<file path="src/rtl/mwc_pkg.sv">
// Shared constants, codes and types for the masked wrap-around convolution core.
package mwc_pkg;

    localparam int MAX_ROWS   = 256;
    localparam int MAX_COLS   = 512;
    localparam int MAX_KERNEL = 15;
    localparam int PIXEL_BITS = 16;

    localparam int ROW_BITS  = $clog2(MAX_ROWS);
    localparam int COL_BITS  = $clog2(MAX_COLS);
    localparam int KIDX_BITS = $clog2(MAX_KERNEL);
    localparam int PADDR_BITS = ROW_BITS + COL_BITS;
    localparam int KADDR_BITS = 2 * KIDX_BITS;
    localparam int COEF_BITS = 16;
    localparam int PROD_BITS = PIXEL_BITS + COEF_BITS;
    localparam int ACC_BITS  = PROD_BITS + $clog2(MAX_KERNEL * MAX_KERNEL);

    // Register widths as seen on the configuration port
    localparam int RROWS_BITS = 9;
    localparam int RCOLS_BITS = 10;
    localparam int RKSZ_BITS  = 4;
    // Effective value widths
    localparam int EROWS_BITS = ROW_BITS + 1;
    localparam int ECOLS_BITS = COL_BITS + 1;
    localparam int HALF_BITS  = KIDX_BITS - 1;

    localparam logic [RROWS_BITS-1:0] ROWS_RESET = RROWS_BITS'(240);
    localparam logic [RCOLS_BITS-1:0] COLS_RESET = RCOLS_BITS'(320);
    localparam logic [RKSZ_BITS-1:0]  KSZ_RESET  = RKSZ_BITS'(11);

    // Register indexes
    localparam logic [1:0] REG_ROWS = 2'd0;
    localparam logic [1:0] REG_COLS = 2'd1;
    localparam logic [1:0] REG_KSZ  = 2'd2;

    // Operation codes
    localparam logic [1:0] OP_KLOAD   = 2'd0;
    localparam logic [1:0] OP_PLOAD   = 2'd1;
    localparam logic [1:0] OP_COMPUTE = 2'd2;

    localparam logic [PIXEL_BITS-1:0] PIX_MAX = '1;

    // Effective geometry after clamping
    typedef struct packed {
        logic [EROWS_BITS-1:0] rows;
        logic [ECOLS_BITS-1:0] cols;
        logic [KIDX_BITS-1:0]  ksz;
        logic [HALF_BITS-1:0]  half;
    } cfg_t;

endpackage

</file>
<file path="src/rtl/mwc_kernel_mem.sv">
// Kernel coefficient store addressed by row and column, registered read.
module mwc_kernel_mem
    import mwc_pkg::*;
(
    input  logic                  clk,
    input  logic                  we,
    input  logic [KADDR_BITS-1:0] waddr,
    input  logic [COEF_BITS-1:0]  wdata,
    input  logic [KADDR_BITS-1:0] raddr,
    output logic [COEF_BITS-1:0]  rdata
);

    logic [COEF_BITS-1:0] mem [2**KADDR_BITS];
    logic [COEF_BITS-1:0] rdata_reg;

    always_ff @(posedge clk)
    begin
        if (we)
            mem[waddr] <= wdata;
        rdata_reg <= mem[raddr];
    end

    assign rdata = rdata_reg;

endmodule

</file>
<file path="config.mk">
export PLATFORM = sky130hd
export DESIGN_NAME = mwc_kernel_mem
export DESIGN_NICKNAME = d
export VERILOG_FILES = /design/src/rtl/mwc_pkg.sv /design/src/rtl/mwc_kernel_mem.sv
export SDC_FILE = /design/constraint.sdc
export NUM_CORES = 2
export LEC_CHECK = 0
export BUFFER_PORTS_ARGS = -buffer_cell sky130_fd_sc_hd__clkbuf_2
export CAP_MARGIN = 15
export CELL_PAD_IN_SITES_DETAIL_PLACEMENT = 1
export CELL_PAD_IN_SITES_GLOBAL_PLACEMENT = 1
export CORE_MARGIN = 5
export CORE_UTILIZATION = 61
export DETAILED_ROUTE_END_ITERATION = 8
export PLACE_DENSITY_LB_ADDON = 0.25
export SETUP_SLACK_MARGIN = 0.2
export SLEW_MARGIN = 0
export SYNTH_ARGS = -nofsm -noshare
export SYNTH_HDL_FRONTEND = slang
export SYNTH_SLANG_ARGS = --single-unit
</file>
<file path="constraint.sdc">
create_clock -name clk -period 6.7 [get_ports clk]
set_input_delay 1.34 -clock clk [delete_from_list [all_inputs] [get_ports clk]]
set_output_delay 1.34 -clock clk [all_outputs]
set_load 0.1 [all_outputs]
</file>
==> flow_summary.json <==
{
  "synth_top_area_cell": "edfxtp_1",
  "post-route-drc-count": 0,
  "wl_per_cell_um": 41.5,
  "maxCapViolations": 0,
  "cp.arrival_ps": 5630,
  "final_layout_size_suffix_gt1_share_pct": 24.6,
  "critPathLaunch": "raddr[0]",
  "syn2layout_area_growth_pct": 12.0,
  "core_area_um2": 259000,
  "cts_resized": 0,
  "design.die.area_um2": 270000,
  "min_period_ps": 4840,
  "setup_tns_ps": 0,
  "regArea_um2": 123000,
  "final_util_pct": 68.6,
  "die_width_um": 520,
  "antenna_found_initial": 30,
  "track_usage_pct": 35.4,
  "synth-edff-count": 4096,
  "grt_setup_unrepaired": "no",
  "synthTopCellsByArea": "edfxtp_1, mux4_2, mux2i_1, o221ai_1, nor2_1",
  "ctsHtreeMaxLevel": 5,
  "grt_pass1_vias": 87443,
  "num_rows": 187,
  "dr.pass1.iters": 6,
  "multi_input_area_um2": 32900,
  "cts_buffer_depth": 4,
  "clk_pin_slew_worst_paths_ps": 70,
  "async_flop_share_pct": 0,
  "path_cells": "buf_12 > buf_12 > buf_4 > mux2i_1 > o22ai_1 > nor3_1 > o21ai_0 > nand3_1 > nor4_1",
  "gr-total-overflow": 0,
  "hold_violations": 0,
  "insertion_delay_ps": 980,
  "dpl_cell_area_um2": 165000,
  "max_stage_delay_ps": 740,
  "path_common_cell": "buf_12",
  "final_cell_count_no_fill": 11536,
  "crit_path_end_kind": "flip-flop",
  "crit_type": "primary input to flip-flop",
  "largest_register_ffs": 4096,
  "cts_made_buffers": 403,
  "cp_max_fo": 80,
  "reg2reg_depth": 6,
  "slowest_stage": "buf_4",
  "final_nets": 7823,
  "netlist-cell-type-count": 52,
  "fin_skew_ps": 61.6,
  "synthCells": 7360,
  "ant_nets": 0,
  "synth_most_common_cell": "edfxtp_1",
  "r2r_end": "rdata[4]",
  "peakVddDrop_mv": 0.331,
  "final_area_um2": 178000,
  "cts_num_sinks": 4112,
  "leakage_nw": 56.6,
  "start_util_pct": 61.2,
  "vias_per_cell": 7.32,
  "vias": 84414,
  "synth.cell_area_um2": 159000,
  "status": "finished, final reports clean",
  "syn_nets": 7394,
  "worstSetupStartpointType": "primary input",
  "crit_path_end": "rdata[15]",
  "tightestPinTransition_ps": 1460,
  "min_path_type": "primary input to flip-flop",
  "slew_viol_final": 0,
  "nFillCells": 19901,
  "reg2reg_setup_slack_ps": 3510,
  "place.gp.congestion": 0.859,
  "netlist_top_cells_count": "edfxtp_1, mux4_2, mux2i_1",
  "worstPathRequired_ps": 7490,
  "yosysSeqAreaShare_pct": 77.7,
  "io_buffers": 49,
  "drtIter0Drc": 14504,
  "die_h_um": 520,
  "post-cts-setup-buffer-count": 0,
  "hpwl_um": 268000,
  "dp.cells": 10778,
  "io_pins": 50,
  "cts-root-buf": "clkbuf_16",
  "grt_max_degree": 186,
  "grt_pass1_wl_um": 680000,
  "fin_crit_sh_pct": 72.2,
  "p_per_area_nw_per_um2": 304,
  "synth_top_area_share_pct": 77.5,
  "synth-seq-cells": 4112,
  "fmax_ghz": 0.207,
  "hold_depth": 1,
  "tritoncts": "built",
  "yosys_warnings": 0,
  "drt_wl_total_um": 479000,
  "finalPower_mw": 54.0,
  "ctsHoldBuffers": 0,
  "setup_violations": 0,
  "relSlewSlack_pct": 2.52,
  "timing.rr.start": "mem[137][4]",
  "synth_area_per_cell_um2": 21.6,
  "ys.flop_type": "edfxtp_1"
}
where the power goes:
part	switching, mW	total (mW)	internal (mW)
clock network	9.95	22.7	12.8
logic	1.97	2.86	0.886
registers	0.0620	28.4	28.4
total	12.0	54.0	42.0
layer usage:
layer	global-route usage [%]	up-vias	part of all wire, %
met5	0	-	0.023
met4	15.9	16	5.5
met3	8.78	1289	12
met2	55.0	6888	47
met1	48.4	44077	35
li1	-	32144	-
stage by stage:
step	worst slack, ps	hold WS, ps
6_report	1860	808
5_1_grt	1800	798
4_1_cts	2070	763
3_5_place_dp	1380	1040
3_3_place_gp	1410	1000
2_1_floorplan	3200	854
layout by cell type (no fill, tap or decap), types with 16 or more instances in the layout:
| master | count |
|---|---|
| a22o_1 | 32 |
| clkbuf_2 | 28 |
| clkbuf_16 | 410 |
| nand3_1 | 29 |
| a221oi_1 | 28 |
| o21ai_0 | 37 |
| nor2_2 | 44 |
| mux2i_1 | 565 |
| o31ai_1 | 16 |
| nand4_1 | 26 |
| buf_12 | 46 |
| a211oi_1 | 18 |
| clkinv_1 | 91 |
| nor3_1 | 88 |
| clkbuf_1 | 79 |
| edfxtp_1 | 4096 |
| mux4_2 | 797 |
| mux2_2 | 88 |
| nor2_1 | 259 |
| buf_4 | 371 |
| buf_8 | 23 |
| a21oi_1 | 175 |
| clkinv_2 | 75 |
| o32ai_1 | 20 |
| nor4_1 | 17 |
| o22ai_1 | 148 |
| o221ai_1 | 252 |
| dfxtp_1 | 16 |
| a22oi_1 | 43 |
| bufinv_16 | 38 |
| nand2_1 | 38 |
layout make-up:
class | instances | area share [%]
Clock buffer | 493 | 5.97
Antenna cell | 15 | 0.0211
Timing Repair Buffer | 476 | 2.43
Multi-Input combinational cell | 2792 | 18.5
Inverter | 4 | 0.0155
Sequential cell | 4112 | 69.3
Clock inverter | 242 | 1.32
Tap cell | 3402 | 2.39
worst max-delay path: cells and delay by family:
family / cells / cell delay (ps)
and+or+nand+nor: 3 / 1330
muxes: 1 / 220
AOI/OAI and AO/OA: 2 / 1010
buffers and inverters: 3 / 1600
logic make-up (layout without fill, tap and decap cells):
family                 Yosys count  in the layout  synth area share [%]
other                            0             15                     0
multiplexers                  1450           1450                  15.5
AO/OA/AOI/OAI                  786            786                  3.54
buffers and inverters          456           1215                  1.69
flip-flops                    4112           4112                  77.7
AND/OR/NAND/NOR                556            556                  1.57
worst min path at each step:
stage / startpoint / end / slack (ps)
detailed placement: mem[248][0] / rdata[0] / 1040
global placement: mem[248][0] / rdata[0] / 1000
CTS: wdata[1] / mem[213][1] / 760
global route: wdata[1] / mem[229][1] / 800
finish: wdata[3] / mem[213][3] / 810
floorplan: mem[232][1] / rdata[1] / 850
Power figures use the tool's default switching activity.
