## config.mk

```make
export PLATFORM = sky130hd
export DESIGN_NAME = mwc_mac
export DESIGN_NICKNAME = d
export VERILOG_FILES = /design/src/rtl/mwc_pkg.sv /design/src/rtl/mwc_mac.sv
export SDC_FILE = /design/constraint.sdc
export NUM_CORES = 1
export LEC_CHECK = 0
export BUFFER_PORTS_ARGS = -buffer_cell sky130_fd_sc_hd__buf_2
export CAP_MARGIN = 5
export CORE_MARGIN = 2
export CORE_UTILIZATION = 30
export DETAILED_ROUTE_END_ITERATION = 12
export PLACE_DENSITY = 0.42
export SLEW_MARGIN = 20
export SYNTH_ARGS = -nofsm -noshare
export SYNTH_HDL_FRONTEND = slang
export SYNTH_SLANG_ARGS = --single-unit
```

## constraint.sdc

```tcl
create_clock -name clk -period 4.3 [get_ports clk]
set_input_delay 0.43 -clock clk [delete_from_list [all_inputs] [get_ports clk]]
set_output_delay 0.43 -clock clk [all_outputs]
set_load 0.005 [all_outputs]
```

## src/rtl/mwc_pkg.sv

```systemverilog
// Shared constants, codes and types for the masked wrap-around convolution core.
package mwc_pkg;

    localparam int MAX_ROWS   = 256;
    localparam int MAX_COLS   = 512;
    localparam int MAX_KERNEL = 15;
    localparam int PIXEL_BITS = 16;

    localparam int ROW_BITS  = $clog2(MAX_ROWS);
    localparam int COL_BITS  = $clog2(MAX_COLS);
    localparam int KIDX_BITS = $clog2(MAX_KERNEL);
    localparam int PADDR_BITS = ROW_BITS + COL_BITS;
    localparam int KADDR_BITS = 2 * KIDX_BITS;
    localparam int COEF_BITS = 16;
    localparam int PROD_BITS = PIXEL_BITS + COEF_BITS;
    localparam int ACC_BITS  = PROD_BITS + $clog2(MAX_KERNEL * MAX_KERNEL);

    // Register widths as seen on the configuration port
    localparam int RROWS_BITS = 9;
    localparam int RCOLS_BITS = 10;
    localparam int RKSZ_BITS  = 4;
    // Effective value widths
    localparam int EROWS_BITS = ROW_BITS + 1;
    localparam int ECOLS_BITS = COL_BITS + 1;
    localparam int HALF_BITS  = KIDX_BITS - 1;

    localparam logic [RROWS_BITS-1:0] ROWS_RESET = RROWS_BITS'(240);
    localparam logic [RCOLS_BITS-1:0] COLS_RESET = RCOLS_BITS'(320);
    localparam logic [RKSZ_BITS-1:0]  KSZ_RESET  = RKSZ_BITS'(11);

    // Register indexes
    localparam logic [1:0] REG_ROWS = 2'd0;
    localparam logic [1:0] REG_COLS = 2'd1;
    localparam logic [1:0] REG_KSZ  = 2'd2;

    // Operation codes
    localparam logic [1:0] OP_KLOAD   = 2'd0;
    localparam logic [1:0] OP_PLOAD   = 2'd1;
    localparam logic [1:0] OP_COMPUTE = 2'd2;

    localparam logic [PIXEL_BITS-1:0] PIX_MAX = '1;

    // Effective geometry after clamping
    typedef struct packed {
        logic [EROWS_BITS-1:0] rows;
        logic [ECOLS_BITS-1:0] cols;
        logic [KIDX_BITS-1:0]  ksz;
        logic [HALF_BITS-1:0]  half;
    } cfg_t;

endpackage

```

## src/rtl/mwc_mac.sv

```systemverilog
// Shared multiply-accumulate unit: registered product, then accumulate.
module mwc_mac
    import mwc_pkg::*;
(
    input  logic                  clk,
    input  logic                  rst_n,
    input  logic                  clear,
    input  logic                  in_valid,
    input  logic [PIXEL_BITS-1:0] pix,
    input  logic [COEF_BITS-1:0]  coef,
    output logic                  busy,
    output logic [ACC_BITS-1:0]   acc
);

    logic [PROD_BITS-1:0] prod_reg;
    logic                 pvalid_reg;
    logic [ACC_BITS-1:0]  acc_reg;

    always_ff @(posedge clk or negedge rst_n)
    begin
        if (!rst_n)
            pvalid_reg <= 1'b0;
        else
            pvalid_reg <= in_valid;
    end

    always_ff @(posedge clk)
    begin
        prod_reg <= PROD_BITS'(pix) * PROD_BITS'(coef);
        if (clear)
            acc_reg <= '0;
        else if (pvalid_reg)
            acc_reg <= acc_reg + ACC_BITS'(prod_reg);
    end

    assign busy = pvalid_reg;
    assign acc  = acc_reg;

endmodule

```

==> out/results.ini, run 1 <==
[sta]
final.period_utilization_pct = 126
fin_tns_setup_ps = -17420
hold_violations = 0
finalCriticalPeriod_ps = 5440
maxSlewHeadroom_pct = 61.7
fin_skew_ps = 6.54
setup_viol = 22
timing.fmax_mhz = 184
finalMaxSlewViolations = 0
worst_slack_ps = -1140
rsz0062_at_grt = true
tightest_slew_ps = 574

[logic_synthesis]
synthMuxAreaShare_pct = 1.70
synth_cells = 1413
synthAdderAreaFrac_pct = 45.0
synthXorXnorAreaFrac_pct = 3.66
async_flop_share_pct = 1.37
synth-simple-area-share_pct = 17.9
synth-seq-cells = 73
synth_compound_area_share_pct = 11.0
synthTopCellsByArea = fa_1 31%, ha_1 14%, dfxtp_1 12%
yosysUniqueCellTypes = 68
synth.yosys.warnings = 0
synth_fp_nets = 1780
synth_flop_cell = dfxtp_1
ys_seq_area_share_pct = 11.8
synth-edff-count = 0
synth_top_area_share_pct = 31.4
syn-mean-instance-area_um2 = 8.81
synth_top_family_by_area = adder cells
post-synth-top-area-cell = fa_1
synth_area_um2 = 12400

[worst_hold_path]
hold_class = input port to flip-flop
min-delay-start = in_valid
hold_end = busy$_DFF_PN0_
hold_depth = 1

[clock_tree]
cts_buffer_depth = 2
cts_made_buffers = 9
cts_root_buf = clkbuf_16
cts.clk_slew.worst_paths_ps = 60
tritoncts = done
clkLatencyLatePin_ps = 330
clock-sinks = 73
htreeDepth = 3

[final_layout]
areaGrowthSynthToFinish_pct = 26.8
fin_nets = 1990
largest_reg_flops = 40
drive_above_1_share_pct = 23.5
insertedDiodeCount = 0
fillCellCount = 4220

[status]
violations = setup timing
status = finished, violations left

[critical_path]
cpPeakStageDelay_ps = 530
critPathMaxFanout = 4
path_cells = buf_8 > and2_4 > fa_1 > inv_1 > fa_1 > fa_2 > fa_1 > inv_1 > fa_1 > inv_1 > fa_1 > inv_2 > ha_4 > a211oi_2 > o21bai_1 > or4_4 > a21oi_4 > a211o_1 > a21oi_1 > a2111o_1 > a21oi_2 > xnor2_1
r2r_cells = 12
path_delay_family = adder cells
crit_type = input port to flip-flop
path_buf_inv = 5
critPathRequiredTime_ps = 4560
r2r_setup_slack_ps = 1030
critPathArrivalTime_ps = 5700
cp_slowest_cell = fa_1
start_kind = input port
r2r-start = acc[0]$_SDFFE_PP0P_
cpMostUsedCell = fa_1
r2r_end = acc[30]$_SDFFE_PP0P_
crit_path_end_kind = flip-flop

[routing]
drcViolationCount = 0
detail-route-antenna-nets = 0
via_count = 9833
routed_wl_mm = 32.0
firstDrtPassIters = 4
drtIter0Drc = 364
viasPerCell = 4.55
wl_per_cell_um = 14.8

[grt]
grt_max_degree = 46
grt_usage_pct = 15.0
grt-ovfl-total = 0
grt_pass1_vias = 10200
antenna_found_initial = 0
grt_pass1_wl_mm = 53.8

[job]
maxCapViolCount = 0

[floorplan]
die_x_um = 208
core_area_um2 = 40900
rows = 74
die_area_um2 = 43100
start_util_pct = 30.4
ios = 77
die_y_um = 208

[place]
dp_hpwl_mm = 27.8
gp_congestion = 0.800
io_buffers = 76

-- cells in the final DEF, fill, tap and decap left out, types with 9 or more instances in the layout --
cell and instances:
nand2_1 156, nand3_1 10, o21ai_0 22, buf_6 37, xnor2_1 32, a21oi_1 55, ha_4 13, fa_1 187
buf_2 56, ha_1 120, buf_4 142, xor2_1 12, and2_4 14, a21o_1 26, o21bai_1 12, nand4_1 9
nor2_1 50, clkbuf_16 9, inv_1 226, a21oi_2 9, o21a_1 11, mux2i_1 20, and2_1 121, dfxtp_1 72
inv_2 15, nand2b_1 14
-- cells in the mapped netlist (8+ instances only) --
cell      number
nand4_1        9
a21oi_1       67
mux2i_1       20
o21ai_0       27
fa_1         195
clkbuf_1      49
xor2_1        13
a21o_1        26
and3_1         8
a211oi_1       8
ha_1         136
inv_1        241
nand3_1       11
nand2_1      162
nor2_1        55
nand2b_1      16
and2_1       135
nor3_1         9
nor2b_1        8
dfxtp_1       72
o21bai_1      12
o21a_1        12
xnor2_1       39
-- metrics by stage --
| stage | util [%] | area [um^2] | hold WS, ps | std cells | worst slack, ps |
|---|---|---|---|---|---|
| floorplan | - | 12600 | 134 | 1413 | -1310 |
| global placement | 35.7 | 14600 | 204 | 2125 | -1580 |
| detailed placement | 35.7 | 14600 | 207 | 2125 | -1630 |
| CTS | 37.8 | 15500 | 189 | 2158 | -1130 |
| global route | 38.6 | 15800 | 195 | 2160 | -1310 |
| finish | 38.6 | 15800 | 202 | 2160 | -1140 |
-- how the worst max path moves through the flow --
stage | start | to | slack (ps) | depth (start not counted)
detailed placement | coef[1] | prod_reg[31]$_DFF_P_ | -1630 | 21
CTS | pix[7] | prod_reg[31]$_DFF_P_ | -1130 | 22
floorplan | coef[4] | prod_reg[31]$_DFF_P_ | -1310 | 22
finish | pix[7] | prod_reg[31]$_DFF_P_ | -1140 | 22
global placement | coef[1] | prod_reg[31]$_DFF_P_ | -1580 | 21
global route | pix[7] | prod_reg[31]$_DFF_P_ | -1310 | 22
-- area by class of cell --
type	count	area (um^2)	share of cell area (%)
flip-flops and latches	73	1470	9.30
multi-input cells	1047	10400	65.9
inverters	241	905	5.73
repair buffers	251	2020	12.8
clock buffers	11	253	1.60
clock inverters	5	77.6	0.492
well taps	532	666	4.22
-- logic make-up after synthesis --
kind of cell | count (synthesis)
xor+xnor | 52
fa+ha+maj | 331
flops | 73
compound gates | 203
mux | 21
simple gates | 440
buf+inv | 293
-- metal layers --
metal | vias to the layer above | part of all wire, % | global-route usage, %
met5 | - | 0 | 0
met4 | 0 | 0.68 | 2.18
met3 | 14 | 2.5 | 1.21
met2 | 126 | 45 | 24.5
met1 | 4775 | 51 | 22.3
li1 | 4918 | - | -
-- what timing repair did --
item / CTS / global route
hold buffers: 1 / 0
endpoints found under the setup margin: 23 / 23
pin swaps: 51 / 55
gates resized for setup: 101 / 78
hold endpoints to repair: 1 / 0
buffers inserted: 21 / 6
Power of run 1 is not shown: default switching activity piles up to over one toggle a cycle in this logic, so the estimate is an artifact.
==> run 2: changes to the inputs <==
--- a/config.mk
+++ b/config.mk
@@ -10,7 +10,6 @@
 export CORE_MARGIN = 2
 export CORE_UTILIZATION = 30
 export DETAILED_ROUTE_END_ITERATION = 12
-export PLACE_DENSITY = 0.42
 export SLEW_MARGIN = 20
 export SYNTH_ARGS = -nofsm -noshare
 export SYNTH_HDL_FRONTEND = slang
==> run 2 against run 1 <==
Effect of this change:
- the run still ends with setup timing left
- maximum frequency is 0.33% higher
- first-iteration DRC count is 77% higher
- via count is 1.9% higher
- wire length is 3.6% lower
- critical endpoint unchanged
- largest cell class unchanged
==> out/results.ini, run 2 (synthesis results as in run 1) <==
[grt]
grt_pass1_wl_mm = 52.5  ; was 53.8 mm
grt_max_degree = 46  ; unchanged
grt_pass1_vias = 10400  ; was 10200
grt_usage_pct = 14.5  ; was 15.0%
grt-ovfl-total = 0  ; unchanged
antenna_found_initial = 0  ; unchanged

[final_layout]
stdcell_area_um2 = 15700  ; was 15800 um^2
largest_reg_flops = 40  ; unchanged
stdcell_count = 2155  ; was 2160
fin_nets = 1985  ; was 1990
fin_util_pct = 38.5  ; was 38.6%
insertedDiodeCount = 0  ; unchanged
final_common_cell = inv_1  ; unchanged
areaGrowthSynthToFinish_pct = 26.5  ; was 26.8%
mostFrequentLayoutCells = 224 x inv_1, 186 x fa_1, 154 x nand2_1  ; was 226 x inv_1, 187 x fa_1, 156 x nand2_1
drive_above_1_share_pct = 24.2  ; was 23.5%

[clock_tree]
clkLatencyLatePin_ps = 340  ; was 330 ps
cts_root_buf = clkbuf_16  ; unchanged
tritoncts = done  ; unchanged
htreeDepth = 3  ; unchanged
cts.clk_slew.worst_paths_ps = 60  ; about the same
cts_made_buffers = 9  ; unchanged
cts_buffer_depth = 2  ; unchanged
clock-sinks = 73  ; unchanged

[sta]
fin_skew_ps = 12.3  ; was 6.54 ps
hold_violations = 0  ; unchanged
finalCriticalPeriod_ps = 5420  ; was 5440 ps
setup_viol = 22  ; unchanged
worst_slack_ps = -1120  ; was -1140 ps
maxSlewHeadroom_pct = 47.7  ; was 61.7%
timing.fmax_mhz = 185  ; was 184 MHz
final.period_utilization_pct = 126  ; about the same
tightest_slew_ps = 785  ; was 574 ps
rsz0062_at_grt = true  ; unchanged
finalMaxSlewViolations = 0  ; unchanged
hold_ws_ps = 214  ; was 202 ps

[worst_hold_path]
hold_end = busy$_DFF_PN0_  ; unchanged
hold_depth = 1  ; unchanged
min-delay-start = in_valid  ; unchanged
hold_class = input port to flip-flop  ; unchanged

[critical_path]
r2r_end = acc[30]$_SDFFE_PP0P_  ; unchanged
r2r_cells = 12  ; unchanged
critPathArrivalTime_ps = 5680  ; was 5700 ps
critPathRequiredTime_ps = 4570  ; was 4560 ps
r2r-start = acc[0]$_SDFFE_PP0P_  ; unchanged
crit_path_end_kind = flip-flop  ; unchanged
start_kind = input port  ; unchanged
crit_type = input port to flip-flop  ; unchanged
r2r_setup_slack_ps = 1050  ; was 1030 ps
critPathMaxFanout = 6  ; was 4

[status]
violations = setup timing  ; unchanged
status = finished, violations left  ; unchanged

[place]
gp_congestion = 0.864  ; was 0.800
io_buffers = 76  ; unchanged
dpl_cell_area_um2 = 14500  ; was 14600 um^2
placedCellCount = 2109  ; was 2125
dp_hpwl_mm = 26.3  ; was 27.8 mm

[floorplan]
start_util_pct = 30.4  ; unchanged
die_area_um2 = 43100  ; unchanged
ios = 77  ; unchanged
die_y_um = 208  ; unchanged
core_area_um2 = 40900  ; unchanged
die_x_um = 208  ; unchanged
rows = 74  ; unchanged

[routing]
wl_per_cell_um = 14.3  ; was 14.8 um
firstDrtPassIters = 5  ; was 4
drcViolationCount = 0  ; unchanged
routed_wl_mm = 30.8  ; was 32.0 mm
via_count = 10000  ; was 9833
drtIter0Drc = 646  ; was 364
detail-route-antenna-nets = 0  ; unchanged
viasPerCell = 4.65  ; was 4.55

[job]
maxCapViolCount = 0  ; unchanged

-- run 2: changes by cell type in the layout (fill, tap and decap cells not counted), sizes merged --
cell    change
buf         -4
bufinv      -2
clkbuf      -1
clkinv      +1
inv         +1
-- run 2: routing by layer --
layer	wire length [um]	vias up	track usage, %
met5	0	-	0
met4	268	0	2.67
met3	1150	20	1.53
met2	14000	210	23.2
met1	15500	4875	21.3
li1	-	4915	-
-- run 2: timing repair --
item	4_1_cts	5_1_grt
endpoints found under the setup margin	23	24
gates resized for setup	135	66
setup buffers	31	8
pin swaps	69	73
hold buffers	1	0
hold endpoints to repair	1	0
-- run 2: through the flow --
| stage | setup slack (ps) | TNS, ps |
|---|---|---|
| finish | -1120 | -18030 |
| global route | -1310 | -21960 |
| CTS | -1110 | -17950 |
| detailed placement | -1630 | -27120 |
| global placement | -1550 | -25570 |
| floorplan | -1310 | -17000 |
-- run 2: final cells by class --
type / instances / area (um^2)
Tap cell: 532 / 666
Fill cell: 4103 / 25200
Clock inverter: 5 / 38.8
Timing Repair Buffer: 246 / 2000
Inverter: 241 / 907
Sequential cell: 73 / 1470
Clock buffer: 11 / 253
Multi-Input combinational cell: 1047 / 10400
-- run 2: worst max-delay path by stage --
stage	from	to	cells after the start
5_1_grt	coef[4]	prod_reg[31]$_DFF_P_	22
4_1_cts	coef[6]	prod_reg[21]$_DFF_P_	24
6_report	coef[4]	prod_reg[31]$_DFF_P_	22
3_5_place_dp	coef[1]	prod_reg[31]$_DFF_P_	21
3_3_place_gp	coef[1]	prod_reg[31]$_DFF_P_	21
2_1_floorplan	coef[4]	prod_reg[31]$_DFF_P_	22
-- run 2: critical path, stage by stage --
cell      delay [ps]
buf_8            110
and2_4           150
fa_1             540
inv_1             50
fa_1             490
fa_1             420
fa_1             490
inv_1             50
fa_1             470
inv_1             50
fa_1             490
inv_2             50
ha_4             160
a211oi_2         190
o21bai_1         110
or4_4            450
a21oi_4          160
a211o_1          190
a21oi_1           80
a2111o_1         300
a21oi_2          130
xnor2_1          120
Power of run 2 is left out for the same reason.
