$ cat src/rtl/mwc_pkg.sv
// Shared constants, codes and types for the masked wrap-around convolution core.
package mwc_pkg;

    localparam int MAX_ROWS   = 256;
    localparam int MAX_COLS   = 512;
    localparam int MAX_KERNEL = 15;
    localparam int PIXEL_BITS = 16;

    localparam int ROW_BITS  = $clog2(MAX_ROWS);
    localparam int COL_BITS  = $clog2(MAX_COLS);
    localparam int KIDX_BITS = $clog2(MAX_KERNEL);
    localparam int PADDR_BITS = ROW_BITS + COL_BITS;
    localparam int KADDR_BITS = 2 * KIDX_BITS;
    localparam int COEF_BITS = 16;
    localparam int PROD_BITS = PIXEL_BITS + COEF_BITS;
    localparam int ACC_BITS  = PROD_BITS + $clog2(MAX_KERNEL * MAX_KERNEL);

    // Register widths as seen on the configuration port
    localparam int RROWS_BITS = 9;
    localparam int RCOLS_BITS = 10;
    localparam int RKSZ_BITS  = 4;
    // Effective value widths
    localparam int EROWS_BITS = ROW_BITS + 1;
    localparam int ECOLS_BITS = COL_BITS + 1;
    localparam int HALF_BITS  = KIDX_BITS - 1;

    localparam logic [RROWS_BITS-1:0] ROWS_RESET = RROWS_BITS'(240);
    localparam logic [RCOLS_BITS-1:0] COLS_RESET = RCOLS_BITS'(320);
    localparam logic [RKSZ_BITS-1:0]  KSZ_RESET  = RKSZ_BITS'(11);

    // Register indexes
    localparam logic [1:0] REG_ROWS = 2'd0;
    localparam logic [1:0] REG_COLS = 2'd1;
    localparam logic [1:0] REG_KSZ  = 2'd2;

    // Operation codes
    localparam logic [1:0] OP_KLOAD   = 2'd0;
    localparam logic [1:0] OP_PLOAD   = 2'd1;
    localparam logic [1:0] OP_COMPUTE = 2'd2;

    localparam logic [PIXEL_BITS-1:0] PIX_MAX = '1;

    // Effective geometry after clamping
    typedef struct packed {
        logic [EROWS_BITS-1:0] rows;
        logic [ECOLS_BITS-1:0] cols;
        logic [KIDX_BITS-1:0]  ksz;
        logic [HALF_BITS-1:0]  half;
    } cfg_t;

endpackage

$ cat src/rtl/mwc_regs.sv
// Configuration registers with APB-style access and clamped geometry outputs.
module mwc_regs
    import mwc_pkg::*;
(
    input  logic        clk,
    input  logic        rst_n,
    input  logic        psel,
    input  logic        penable,
    input  logic        pwrite,
    input  logic [3:0]  paddr,
    input  logic [31:0] pwdata,
    output logic [31:0] prdata,
    output logic        pready,
    output cfg_t        cfg
);

    logic [RROWS_BITS-1:0] rows_reg;
    logic [RCOLS_BITS-1:0] cols_reg;
    logic [RKSZ_BITS-1:0]  ksz_reg;
    logic                  wr_en;
    logic [RKSZ_BITS-1:0]  k_clamp;

    assign pready = 1'b1;
    assign wr_en  = psel & penable & pwrite & pready;

    always_ff @(posedge clk or negedge rst_n)
    begin
        if (!rst_n)
        begin
            rows_reg <= ROWS_RESET;
            cols_reg <= COLS_RESET;
            ksz_reg  <= KSZ_RESET;
        end
        else if (wr_en)
        begin
            unique case (paddr[3:2])
                REG_ROWS: rows_reg <= pwdata[RROWS_BITS-1:0];
                REG_COLS: cols_reg <= pwdata[RCOLS_BITS-1:0];
                REG_KSZ:  ksz_reg  <= pwdata[RKSZ_BITS-1:0];
                default:  ;
            endcase
        end
    end

    always_comb
    begin
        unique case (paddr[3:2])
            REG_ROWS: prdata = 32'(rows_reg);
            REG_COLS: prdata = 32'(cols_reg);
            REG_KSZ:  prdata = 32'(ksz_reg);
            default:  prdata = '0;
        endcase
    end

    // Clamp geometry: zero acts as one, too large acts as the maximum,
    // an even kernel side drops to the next lower odd one.
    always_comb
    begin
        if (rows_reg == '0)
            cfg.rows = EROWS_BITS'(1);
        else if (int'(rows_reg) > MAX_ROWS)
            cfg.rows = EROWS_BITS'(MAX_ROWS);
        else
            cfg.rows = EROWS_BITS'(rows_reg);

        if (cols_reg == '0)
            cfg.cols = ECOLS_BITS'(1);
        else if (int'(cols_reg) > MAX_COLS)
            cfg.cols = ECOLS_BITS'(MAX_COLS);
        else
            cfg.cols = ECOLS_BITS'(cols_reg);

        if (ksz_reg == '0)
            k_clamp = RKSZ_BITS'(1);
        else if (int'(ksz_reg) > MAX_KERNEL)
            k_clamp = RKSZ_BITS'(MAX_KERNEL);
        else
            k_clamp = ksz_reg;
        if (k_clamp[0] == 1'b0)
            k_clamp = k_clamp - RKSZ_BITS'(1);
        if (k_clamp == '0)
            k_clamp = RKSZ_BITS'(1);

        cfg.ksz  = KIDX_BITS'(k_clamp);
        cfg.half = cfg.ksz[KIDX_BITS-1:1];
    end

endmodule

$ cat config.mk
export PLATFORM = sky130hd
export DESIGN_NAME = mwc_regs
export DESIGN_NICKNAME = d
export VERILOG_FILES = /design/src/rtl/mwc_pkg.sv /design/src/rtl/mwc_regs.sv
export SDC_FILE = /design/constraint.sdc
export NUM_CORES = 1
export LEC_CHECK = 0
export BUFFER_PORTS_ARGS = -buffer_cell sky130_fd_sc_hd__clkbuf_2
export CORE_MARGIN = 2
export CORE_UTILIZATION = 42
export CTS_BUF_LIST = sky130_fd_sc_hd__clkbuf_16
export DETAILED_ROUTE_END_ITERATION = 10
export GPL_TIMING_DRIVEN = 0
export PLACE_DENSITY = 0.81
export SLEW_MARGIN = 10
export SYNTH_ARGS = -nofsm -noshare
export SYNTH_HDL_FRONTEND = slang
export SYNTH_SLANG_ARGS = --single-unit
export TNS_END_PERCENT = 10
$ cat constraint.sdc
create_clock -name clk -period 2 [get_ports clk]
set_clock_uncertainty 0.1 [all_clocks]
set_input_delay 0.1 -clock clk [delete_from_list [all_inputs] [get_ports clk]]
set_output_delay 0.1 -clock clk [all_outputs]
set_load 0.02 [all_outputs]
==> results of run 1 <==
## synthesized netlist by cell type, types with 2 or more instances
cell,n
mux2_2,19
inv_1,3
a21oi_1,2
nor4_1,3
nor2_1,8
o21ai_0,5
nand2_1,4
mux2i_1,9
conb_1,2
nor3_1,2
nor2b_1,16
clkbuf_1,5
dfstp_2,9
dfrtp_1,14
mux2_4,4
buf_4,28
## report_power, final
group / internal (µW) / leakage (µW) / switching [µW]
logic: 385 / 0.000768 / 511
registers: 608 / 0.000266 / 118
clock network: 267 / 0.0000423 / 158
total: 1260 / 0.00108 / 788
## metrics by stage
| step | hold slack (ns) | instance area [µm²] |
|---|---|---|
| finish | 0.001881 | 2041 |
| global route | 0.02066 | 2041 |
| CTS | 0.003317 | 2033 |
| detailed placement | 0.01451 | 1894 |
| global placement | 0.01493 | 1894 |
| floorplan | -0.2956 | 1582 |
## layout by cell type (no fill, tap or decap)
master	Yosys	final
a21oi_1	2	2
and3b_1	1	1
buf_2	1	2
buf_4	28	29
clkbuf_1	5	5
clkbuf_16	0	3
clkbuf_2	0	49
conb_1	2	24
dfrtp_1	14	14
dfstp_2	9	9
dlygate4sd3_1	0	6
ha_1	1	1
inv_1	3	4
mux2_2	19	19
mux2_4	4	4
mux2i_1	9	9
nand2_1	4	4
nand3_1	1	1
nor2_1	8	8
nor2b_1	16	16
nor3_1	2	1
nor3_2	0	1
nor3_4	1	1
nor3b_1	1	1
nor4_1	3	3
o21ai_0	5	5
o31a_1	1	1
o41ai_2	0	1
or3b_4	1	1
## cell type report
cell class | count | area [µm²]
Sequential cell | 23 | 586.8
Tap cell | 46 | 57.56
Fill cell | 313 | 1323
Timing Repair Buffer | 58 | 325.3
Buffer | 33 | 226.5
Clock buffer | 3 | 75.07
Multi-Input combinational cell | 104 | 754.5
Clock inverter | 1 | 3.754
Inverter | 3 | 11.26
## per-layer routing
metal	global-route usage, %	vias up	part of all wire, %
li1	-	594	-
met1	20.75	565	38
met2	31.32	47	54
met3	2.857	7	6.1
met4	7.609	0	2.0
met5	0	-	0
## kinds of logic after synthesis
kind of cell               Yosys count  synth area share, %
muxes                               32                24.41
and+or+nand+nor                     38                14.93
AOI/OAI and AO/OA                    9                3.523
other                                2               0.5035
buffers and inverters               37                16.44
DFF                                 23                39.35
adders and majority gates            1               0.8388
## worst max-delay path by stage
stage / end / startpoint / cells after the start / slack, ns
after floorplan: cfg[5] / ksz_reg[1] / 6 / 0.10
after global placement: cfg[5] / ksz_reg[1] / 7 / 0.26
after detailed placement: cfg[5] / ksz_reg[1] / 7 / 0.25
after CTS: cfg[5] / ksz_reg[3] / 6 / 0.01
after global routing: cfg[1] / ksz_reg[3] / 6 / 0.009
final: cfg[1] / ksz_reg[3] / 6 / 0.09
## repair_timing
item	4_1_cts	5_1_grt
gates resized for setup	0	4
hold buffers	6	0
pin swaps	1	1
setup buffers	1	0
gates cloned	0	0
endpoints found under the hold margin	22	0
endpoints found under the setup margin	1	2
## critical path, cell delays in order (launching register included)
cell	delay (ns)
dfstp_2	0.57
nor3_2	0.06
nor2_1	0.10
ha_1	0.15
inv_1	0.05
o41ai_2	0.31
buf_2	0.23
==> impl_metrics.py, run 1 <==
metrics = {
    "layout": {
        "fin_util_pct": 60.68,
        "antenna_cells": 0,
        "drive_gt1_share_pct": 52.89,
        "final_cells": 271,
        "fin_nets": 268,
        "area_growth_pct": 36.83,
        "largest_reg_flops": 10,
    },
    "synthesis": {
        "synth_top_area_cell": "dfrtp_1",
        "netlist.area_leader.share_pct": 23.49,
        "netlist_area_um2": 1491,
        "ys.flop_type": "dfrtp_1",
        "ys_seq_area_share_pct": 39.35,
        "ys_ff_latch": 23,
        "synth_cell_types": 25,
        "synth_warnings": 0,
        "synth_cells": 142,
        "synth_edf_count": 0,
        "netlist_top_cells_area": "dfrtp_1 (23%), dfstp_2 (16%), mux2_2 (14%), buf_4 (14%), nor2b_1 (6.7%)",
        "avgSynthCellArea_um2": 10.50,
        "synth-async-reset-ratio_pct": 100.0,
    },
    "pwr": {
        "power_uw": 2047,
        "power_density_nw_per_um2": 1003,
        "p_leak_uw": 0.001076,
        "peakVddDrop_v": 0.0006450,
    },
    "timing": {
        "setup_slack_ns": 0.08732,
        "finalHoldViolations": 0,
        "period_share_pct": 95.63,
        "max_freq_ghz": 0.5228,
        "finalSetupViolations": 0,
        "slew_headroom_pct": 62.64,
        "finalMaxSlewViolations": 0,
        "worstMarginPinSlew_ns": 0.5603,
        "fin_setup_tns_ns": 0,
        "rsz0062_at_grt": "false",
        "period_minus_slack_ns": 1.913,
    },
    "clock_tree": {
        "cts_sinks": 23,
        "path_clk_slew_ns": 0.06,
        "cts_buffers": 3,
        "root_buffer": "clkbuf_16",
        "htreeDepth": 1,
        "cts.path.max_buffers": 2,
        "insertion_delay_ns": 0.25,
        "cts_tree": "yes",
    },
    "critical_path": {
        "crit_required_ns": 1.80,
        "cp_max_fo": 4,
        "endpoint_kind": "output pin",
        "timing.rr.end": "rows_reg[8]",
        "ff2ff_path_depth": 2,
        "crit_arrival_ns": 1.71,
        "critPathKind": "register to output pin",
        "timing.rr.start": "rows_reg[8]",
        "startpoint_type": "register",
        "reg2reg_slack_ns": 0.85,
    },
    "global_routing": {
        "antenna_found_initial": 0,
        "grt_start_max_net_pins": 24,
        "grt_usage_pct": 17.60,
        "grt_overflow": 0,
        "grt_pass1_vias": 1174,
        "grt_pass1_wl_um": 5492,
    },
    "floorplan": {
        "rows": 21,
        "die_w_um": 63.59,
        "placeableCoreArea_um2": 3363,
        "start_util_pct": 44.35,
        "die_h_um": 63.59,
        "dieArea_um2": 4044,
        "num_io_pins": 100,
    },
    "route": {
        "wl_per_cell_um": 12.67,
        "viasPerCell": 4.476,
        "drc": 0,
        "antenna_left": 0,
        "vias": 1213,
        "drt_iter0_drc": 26,
        "drt-total-wl_um": 3434,
        "firstDrtPassIters": 4,
    },
    "min_path": {
        "worst_hold_path.endpoint": "ksz_reg[0]",
        "hp-class": "input port to register",
        "hold_start": "pwdata[0]",
        "holdPathStages": 2,
    },
    "placement": {
        "hpwl_um": 2478,
        "portBuffers": 51,
        "placed_cells": 261,
        "gp_congestion": 0.7656,
        "dp_slack_ns": 0.2491,
    },
    "run": {
        "maxCapViolCount": 0,
    },
    "outcome": {
        "status": "completed",
    },
}
No activity file was read; power rests on OpenSTA's default activity.
==> inputs of run 2 (changes only) <==
--- a/config.mk
+++ b/config.mk
@@ -10,6 +10,7 @@
 export CORE_UTILIZATION = 42
 export CTS_BUF_LIST = sky130_fd_sc_hd__clkbuf_16
 export DETAILED_ROUTE_END_ITERATION = 10
+export GPL_ROUTABILITY_DRIVEN = 0
 export GPL_TIMING_DRIVEN = 0
 export PLACE_DENSITY = 0.81
 export SLEW_MARGIN = 10
==> constraint.sdc (replaced) <==
create_clock -name clk -period 2.15 [get_ports clk]
set_clock_uncertainty 0.1 [all_clocks]
set_input_delay 0.1075 -clock clk [delete_from_list [all_inputs] [get_ports clk]]
set_output_delay 0.1075 -clock clk [all_outputs]
set_load 0.02 [all_outputs]
==> run 2 against run 1 <==
Largest power group unchanged. Sequential share of layout area increased by 0.54 points. The flow now finishes with violations (hold timing). Final cell count decreased by 1.1%. Highest routed layer unchanged. Non-clock buffer count is 3 lower. Critical path depth rose by 2. Total power decreased by 7.4%. Routed wire length fell by 2.8%. Critical endpoint is now cfg[5]. Via count down 1.6%. Register-to-register slack better by 0.16 ns.
==> impl_metrics.py, run 2 (synthesis results as in run 1) <==
metrics = {
    "global_routing": {
        "grt_start_max_net_pins": 24,
        "grt_overflow": 0,
        "grt_pass1_wl_um": 5382,
        "grt_pass1_vias": 1138,
        "antenna_found_initial": 0,
        "grt_usage_pct": 17.18,
    },
    "clock_tree": {
        "insertion_delay_ns": 0.26,
        "cts_buffers": 3,
        "cts_tree": "yes",
        "htreeDepth": 1,
        "root_buffer": "clkbuf_16",
        "cts_sinks": 23,
        "path_clk_slew_ns": 0.06,
        "cts.path.max_buffers": 2,
    },
    "critical_path": {
        "critPathKind": "register to output pin",
        "startpoint_type": "register",
        "ff2ff_path_depth": 2,
        "crit_path_end": "cfg[5]",
        "reg2reg_slack_ns": 1.01,
        "endpoint_kind": "output pin",
        "cp-startpoint": "ksz_reg[2]",
        "crit_arrival_ns": 1.83,
        "timing.rr.start": "cols_reg[9]",
        "timing.rr.end": "cols_reg[9]",
        "cp_max_fo": 6,
        "crit_required_ns": 1.94,
    },
    "outcome": {
        "violations": "hold timing",
        "status": "finished, violations left",
    },
    "layout": {
        "final_cells": 268,
        "final_common_cell": "clkbuf_2",
        "largest_reg_flops": 10,
        "post-route-cell-area_um2": 2003,
        "fin_util_pct": 59.56,
        "area_growth_pct": 34.31,
        "drive_gt1_share_pct": 53.15,
        "fin_nets": 265,
        "mostFrequentLayoutCells": "clkbuf_2 (51), buf_4 (28), conb_1 (24)",
        "antenna_cells": 0,
    },
    "floorplan": {
        "start_util_pct": 44.35,
        "dieArea_um2": 4044,
        "die_h_um": 63.59,
        "placeableCoreArea_um2": 3363,
        "rows": 21,
        "num_io_pins": 100,
        "die_w_um": 63.59,
    },
    "placement": {
        "portBuffers": 51,
        "hpwl_um": 2478,
        "dp_slack_ns": 0.3916,
        "postPlaceCellArea_um2": 1894,
        "placed_cells": 261,
    },
    "timing": {
        "finalMaxSlewViolations": 0,
        "period_share_pct": 94.86,
        "max_freq_ghz": 0.4903,
        "rsz0062_at_grt": "false",
        "setup_slack_ns": 0.1106,
        "finalHoldViolations": 2,
        "period_minus_slack_ns": 2.039,
        "slew_headroom_pct": 62.67,
        "finalSetupViolations": 0,
        "fin_setup_tns_ns": 0,
        "hold_slack_ns": -0.0006664,
        "worstMarginPinSlew_ns": 0.5600,
    },
    "pwr": {
        "p_seq_share_pct": 35.6,
        "pwr-share-clk_pct": 21.1,
        "power_density_nw_per_um2": 946.4,
        "p_switching_uw": 730.0,
        "switching_share_pct": 38.51,
        "p_leak_uw": 0.001062,
        "p_int_uw": 1166,
        "peakVddDrop_v": 0.0005810,
        "pwr-share-comb_pct": 43.3,
    },
    "route": {
        "viasPerCell": 4.455,
        "wl_per_cell_um": 12.46,
        "drc": 0,
        "drt-total-wl_um": 3339,
        "drt_iter0_drc": 18,
        "firstDrtPassIters": 3,
        "vias": 1194,
        "antenna_left": 0,
    },
    "min_path": {
        "hp-class": "input port to register",
        "holdPathStages": 2,
    },
    "run": {
        "maxCapViolCount": 0,
    },
}
[run 2: changes by cell type in the layout (fill, tap and decap cells not counted), sizes merged]
cell | before | now
dlygate4sd3 | 6 | 3
clkbuf | 57 | 59
buf | 31 | 29
[run 2: power groups by stage]
| stage | clock network, µW | logic [µW] | registers (µW) |
|---|---|---|---|
| floorplan | 0 | 601 | 642 |
| global placement | 0 | 805 | 672 |
| detailed placement | 0 | 815 | 679 |
| CTS | 401 | 827 | 673 |
| global route | 427 | 882 | 693 |
| finish | 400 | 820 | 675 |
[run 2: worst max-delay path: stages (launching register included)]
cell	delay, ns
dfrtp_1	0.44
nor3_1	0.30
nor2_1	0.08
ha_1	0.20
inv_1	0.07
o21ai_0	0.09
o41ai_2	0.08
buf_4	0.16
clkbuf_2	0.15
[run 2: cell type report]
class / instances / area [µm²]
clock buffer: 3 / 75.07
tap: 46 / 57.56
inverter: 3 / 11.26
clock inverter: 1 / 3.754
multi-input combinational: 104 / 749.5
sequential: 23 / 586.8
timing repair buffer: 54 / 285.3
fill: 317 / 1360
buffer: 34 / 234.0
[run 2: per-layer routing]
metal | vias up | global-route usage, % | wire (µm)
met2 | 45 | 30.26 | 1769
li1 | 588 | - | -
met4 | 0 | 7.337 | 68
met3 | 7 | 2.857 | 199
met1 | 554 | 20.52 | 1301
met5 | - | 0 | 0
[run 2: repair_timing]
action / in CTS / in global routing
resized for setup: 0 / 0
hold endpoints to repair: 17 / 0
buffers inserted: 0 / 0
hold buffers: 3 / 0
[run 2: worst min path at each step]
stage                   start     endpoint  slack (ns)
finish              pwdata[4]  rows_reg[4]     -0.0007
global route        pwdata[4]  rows_reg[4]       0.002
CTS                 pwdata[4]  rows_reg[4]      0.0006
detailed placement      rst_n  cols_reg[7]        0.02
global placement        rst_n  rows_reg[3]        0.02
floorplan               rst_n  cols_reg[0]       -0.29
[run 2: through the flow]
| stage | hold slack, ns | total power, µW |
|---|---|---|
| final | -0.0006664 | 1896 |
| after global routing | 0.002390 | 2002 |
| after CTS | 0.0005519 | 1902 |
| after detailed placement | 0.02201 | 1494 |
| after global placement | 0.02243 | 1477 |
| after floorplan | -0.2881 | 1243 |
